[src/hw/rtl/ugl_pkg.sv]
`default_nettype none

package ugl_pkg;

    localparam int LANES     = 4;
    localparam int CQ_DEPTH  = 2;
    localparam int OQ_DEPTH  = 2;
    localparam int TIME_BITS = 32;

    // register index as seen in paddr[2]
    localparam logic REG_GRID_STEP = 1'b0;

    typedef enum logic
    {
        CMD_PASS,
        CMD_RUN
    } cmd_kind_t;

    typedef struct packed
    {
        cmd_kind_t             kind;
        logic [TIME_BITS-1:0]  origin;
        logic [TIME_BITS-1:0]  prev;
        logic [TIME_BITS-1:0]  cur;
    } cmd_ctl_t;

    typedef enum logic [3:0]
    {
        BK_IDLE,
        BK_LO_GO,
        BK_LO_WAIT,
        BK_HI_GO,
        BK_HI_WAIT,
        BK_PLAN,
        BK_MUL,
        BK_FRAC_GO,
        BK_FRAC_WAIT,
        BK_EMIT
    } back_state_t;

endpackage

`default_nettype wire

[src/hw/rtl/ugl_front.sv]
`default_nettype none

module ugl_front
    import ugl_pkg::*;
#(
    parameter int VALUE_BITS = 24,
    parameter int CHANNELS   = 4
)
(
    input  logic                                 clk,
    input  logic                                 rst_n,
    input  logic                                 push,
    output logic                                 full,
    input  logic [TIME_BITS-1:0]                 sample_time,
    input  logic [LANES-1:0][VALUE_BITS-1:0]     values,
    input  logic                                 cmd_pop,
    output logic                                 cmd_valid,
    output cmd_ctl_t                             cmd_ctl,
    output logic [LANES-1:0][VALUE_BITS-1:0]     cmd_pv,
    output logic [LANES-1:0][VALUE_BITS-1:0]     cmd_cv
);

    localparam int PW = $clog2(CQ_DEPTH);
    localparam int CW = $clog2(CQ_DEPTH + 1);

    logic                               started_reg, started_next;
    logic [TIME_BITS-1:0]               origin_reg, origin_next;
    logic [TIME_BITS-1:0]               prev_time_reg, prev_time_next;
    logic [LANES-1:0][VALUE_BITS-1:0]   prev_vals_reg, prev_vals_next;

    cmd_ctl_t                           ctl_q_reg [CQ_DEPTH];
    logic [LANES-1:0][VALUE_BITS-1:0]   pv_q_reg  [CQ_DEPTH];
    logic [LANES-1:0][VALUE_BITS-1:0]   cv_q_reg  [CQ_DEPTH];
    logic [PW-1:0]                      wr_ptr_reg, rd_ptr_reg;
    logic [CW-1:0]                      cnt_reg, cnt_next;

    logic                               accept;
    logic                               enq;
    logic                               deq;
    cmd_ctl_t                           enq_ctl;
    logic [LANES-1:0][VALUE_BITS-1:0]   cur_vals;

    assign full      = (cnt_reg == CW'(CQ_DEPTH));
    assign accept    = push && !full;
    assign cmd_valid = (cnt_reg != '0);
    assign deq       = cmd_pop && cmd_valid;
    assign cmd_ctl   = ctl_q_reg[rd_ptr_reg];
    assign cmd_pv    = pv_q_reg[rd_ptr_reg];
    assign cmd_cv    = cv_q_reg[rd_ptr_reg];

    // unused channels read as zero
    always_comb
    begin
        for (int k = 0; k < LANES; k++)
        begin
            cur_vals[k] = (k < CHANNELS) ? values[k] : '0;
        end
    end

    // classify the row and keep the stream state
    always_comb
    begin
        started_next   = started_reg;
        origin_next    = origin_reg;
        prev_time_next = prev_time_reg;
        prev_vals_next = prev_vals_reg;
        enq            = 1'b0;
        enq_ctl.kind   = CMD_RUN;
        enq_ctl.origin = origin_reg;
        enq_ctl.prev   = prev_time_reg;
        enq_ctl.cur    = sample_time;
        if (accept)
        begin
            priority if (!started_reg)
            begin
                started_next   = 1'b1;
                origin_next    = sample_time;
                prev_time_next = sample_time;
                prev_vals_next = cur_vals;
                enq            = 1'b1;
                enq_ctl.kind   = CMD_PASS;
                enq_ctl.origin = sample_time;
                enq_ctl.prev   = sample_time;
            end
            else if (sample_time < prev_time_reg)
            begin
                enq = 1'b0;
            end
            else if (sample_time == prev_time_reg)
            begin
                prev_vals_next = cur_vals;
            end
            else
            begin
                prev_time_next = sample_time;
                prev_vals_next = cur_vals;
                enq            = 1'b1;
            end
        end
    end

    always_comb
    begin
        cnt_next = cnt_reg;
        if (enq && !deq)
        begin
            cnt_next = cnt_reg + CW'(1);
        end
        else if (!enq && deq)
        begin
            cnt_next = cnt_reg - CW'(1);
        end
    end

    always_ff @(posedge clk or negedge rst_n)
    begin
        if (!rst_n)
        begin
            started_reg   <= 1'b0;
            origin_reg    <= '0;
            prev_time_reg <= '0;
            prev_vals_reg <= '0;
            wr_ptr_reg    <= '0;
            rd_ptr_reg    <= '0;
            cnt_reg       <= '0;
        end
        else
        begin
            started_reg   <= started_next;
            origin_reg    <= origin_next;
            prev_time_reg <= prev_time_next;
            prev_vals_reg <= prev_vals_next;
            cnt_reg       <= cnt_next;
            if (enq)
            begin
                wr_ptr_reg <= wr_ptr_reg + PW'(1);
            end
            if (deq)
            begin
                rd_ptr_reg <= rd_ptr_reg + PW'(1);
            end
        end
    end

    always_ff @(posedge clk)
    begin
        if (enq)
        begin
            ctl_q_reg[wr_ptr_reg] <= enq_ctl;
            pv_q_reg[wr_ptr_reg]  <= prev_vals_reg;
            cv_q_reg[wr_ptr_reg]  <= cur_vals;
        end
    end

endmodule

`default_nettype wire

[config.mk]
export PLATFORM = sky130hd
export DESIGN_NAME = ugl_front
export DESIGN_NICKNAME = d
export VERILOG_FILES = /design/src/hw/rtl/ugl_pkg.sv /design/src/hw/rtl/ugl_front.sv
export SDC_FILE = /design/constraint.sdc
export NUM_CORES = 1
export LEC_CHECK = 0
export BUFFER_PORTS_ARGS = -buffer_cell sky130_fd_sc_hd__buf_2
export CAP_MARGIN = 10
export CORE_UTILIZATION = 40
export CTS_CLUSTER_DIAMETER = 40
export DETAILED_ROUTE_END_ITERATION = 16
export MAX_ROUTING_LAYER = met4
export PLACE_DENSITY = 0.66
export SYNTH_ARGS = -nofsm -noshare
export SYNTH_HDL_FRONTEND = slang
export SYNTH_SLANG_ARGS = --single-unit
[constraint.sdc]
create_clock -name clk -period 19 [get_ports clk]
set_input_delay 3.8 -clock clk [delete_from_list [all_inputs] [get_ports clk]]
set_output_delay 3.8 -clock clk [all_outputs]
set_load 0.03 [all_outputs]
==> results.ini <==
[run_status]
status=completed

[synth]
ys_ff_latch=743
netlist_area_um2=28200
synth_common_cells=edfxtp_1, mux2_2, dfrtp_1, nand2_1, clkbuf_1
synth.area.top_cells=edfxtp_1, mux2_2, dfrtp_1
syn-mean-instance-area_um2=18.7
yosysTopAreaCell=edfxtp_1
yosys_warnings=0
synth_edf_count=578
yosysMostFrequentCell=edfxtp_1
synth_flop_cell=edfxtp_1
async_flop_share_pct=22.2
yosysUniqueCellTypes=37
seq_area_frac_synth_pct=76.1
synth_top_area_share_pct=61.5
syn-num-nets=1677
syn-instance-count=1512

[clock_tree]
clock-sinks=743
numCtsBuffers=100
cts_resized=0
cts_max_level=3
cts_tree=yes
insertion_delay_ns=0.63
cts_root_buf=clkbuf_16
clk_pin_slew_ns=0.06
max-clock-path-buffers=3
postCtsSetupBuffers=0
ctsHoldBuffers=0

[layout]
largest_reg_flops=194
fill_cells=5817
utilization_pct=49.8
drive_above_1_share_pct=49.4
multi_input_area_um2=6360
stdcell_count=3036
fin_nets=2166
syn_to_final_growth_pct=23.3
seqCellArea_um2=21500

[pwr]
p_switching_mw=2.22
power_leakage_nw=13.6
powerDensity_nw_per_um2=186
p_int_mw=4.25
clockPowerShare_pct=28.4
p_comb_share_pct=32.3
power_switching_share_pct=34.3
pwr-share-seq_pct=39.2
total_power_mw=6.47
vdd_drop_max_mv=0.128

[grt]
grt_max_degree=74
grt_pass1_wl_um=88400
grt_pass1_vias=15300
overflow=0
grt_usage_pct=16.6
antenna_found_initial=9

[setup_path]
ff2ff_setup_slack_ns=12.63
crit_type=primary input to flip-flop
crit_required_ns=19.23
r2r_end=pv_q_reg[0][39]
end_kind=flip-flop
reg2reg_depth=11
worstPathArrival_ns=9.55
setup.worst_path.start_class=primary input
r2r_start=prev_time_reg[31]
cp_max_fo=73

[sta]
fin_skew_ns=0.0251
hold_ws_ns=0.461
finalCriticalPeriod_ns=9.31
grt_setup_unrepaired=false
finalHoldViolCount=0
finalSetupTns_ns=0
relSlewSlack_pct=28.0
tightest_slew_ns=1.08
finalMaxSlewViolations=0
fin_crit_sh_pct=49.0
setup_viol=0
fmax_mhz=107

[drt]
wl_per_cell_um=19.4
routed_wl_um=59000
drc=0
first_pass_iters=5
viasPerCell=4.86
dr_total_vias=14700
drt-initial-drc-count=787
ant_nets=0

[run]
cap_violations=0

[worst_hold_path]
holdPathStages=0
worstHoldEndpoint=pv_q_reg[0][46]
hp-start=prev_vals_reg[46]
hold_class=flip-flop to flip-flop

[place]
portBuffers=422
dp_cells=2839
gp_congestion=0.820
dp_hpwl_um=37200

[floorplan]
boundaryPins=423
die_h_um=268
die-area_um2=71600
placeableCoreArea_um2=69900
die_w_um=268
num_rows=97
start_util_pct=40.4

==> power groups by stage <==
stage               Clock (mW)  Sequential, mW  Combinational, mW
detailed placement           0            2.57               2.11
global placement             0            2.54               2.09
floorplan                    0            2.60               1.56
CTS                       1.88            2.54               2.12
finish                    1.84            2.54               2.09
global route              1.95            2.58               2.23
==> layout make-up <==
| class | count | share of cell area [%] |
|---|---|---|
| inverters | 36 | 0.388 |
| flip-flops and latches | 743 | 61.7 |
| clock buffers | 121 | 7.65 |
| multi-input cells | 679 | 18.3 |
| well taps | 940 | 3.38 |
| clock inverters | 66 | 2.01 |
| repair buffers | 441 | 6.50 |
| diodes | 10 | 0.0719 |
==> per-stage QoR <==
| step | setup slack, ns | area, um2 |
|---|---|---|
| final | 9.69 | 34800 |
| after global routing | 9.39 | 34800 |
| after CTS | 9.67 | 34800 |
| after detailed placement | 9.03 | 31400 |
| after global placement | 9.10 | 31400 |
| after floorplan | 0.614 | 28200 |
==> layout by cell type, fill, tap and decap left out, drive strengths merged, types with 10 or more instances in the layout <==
| cell | n |
|---|---|
| a21oi | 14 |
| buf | 440 |
| clkbuf | 122 |
| clkinv | 33 |
| dfrtp | 165 |
| diode | 10 |
| edfxtp | 578 |
| ha | 33 |
| inv | 53 |
| mux2 | 417 |
| nand2 | 139 |
| o21ai | 34 |
==> routing by layer <==
metal  GRT usage, %  wire (um)
met4           5.92       1360
met5              -          0
met3           5.37       4770
met1           20.1      24600
met2           26.1      28300
==> worst max path at each step <==
stage                               start              end  cells after the start
after floorplan           sample_time[31]  ctl_q_reg[0][0]                      8
after global placement    sample_time[31]  cv_q_reg[1][47]                     11
after detailed placement  sample_time[31]  pv_q_reg[1][51]                     11
after CTS                 sample_time[31]  cv_q_reg[0][50]                     11
after global routing      sample_time[31]  cv_q_reg[0][75]                     11
final                     sample_time[31]  pv_q_reg[0][39]                     11
==> cells by family after synthesis <==
group / after synthesis / share of synthesized area (%)
compound gates: 58 / 1.25
flops: 743 / 76.1
mux: 417 / 17.2
simple gates: 166 / 2.41
xor+xnor: 5 / 0.155
fa+ha+maj: 33 / 1.46
buf+inv: 90 / 1.43
==> worst max-delay path: stages <==
cell      delay, ns
buf_2          0.14
ha_1           0.34
nand4_1        0.24
nor4_2         0.61
a221oi_1       0.18
a41oi_2        0.38
a22oi_4        0.25
nor2_4         0.86
buf_4          0.78
buf_4          0.88
buf_4          0.89
Power figures use the tool's default switching activity.
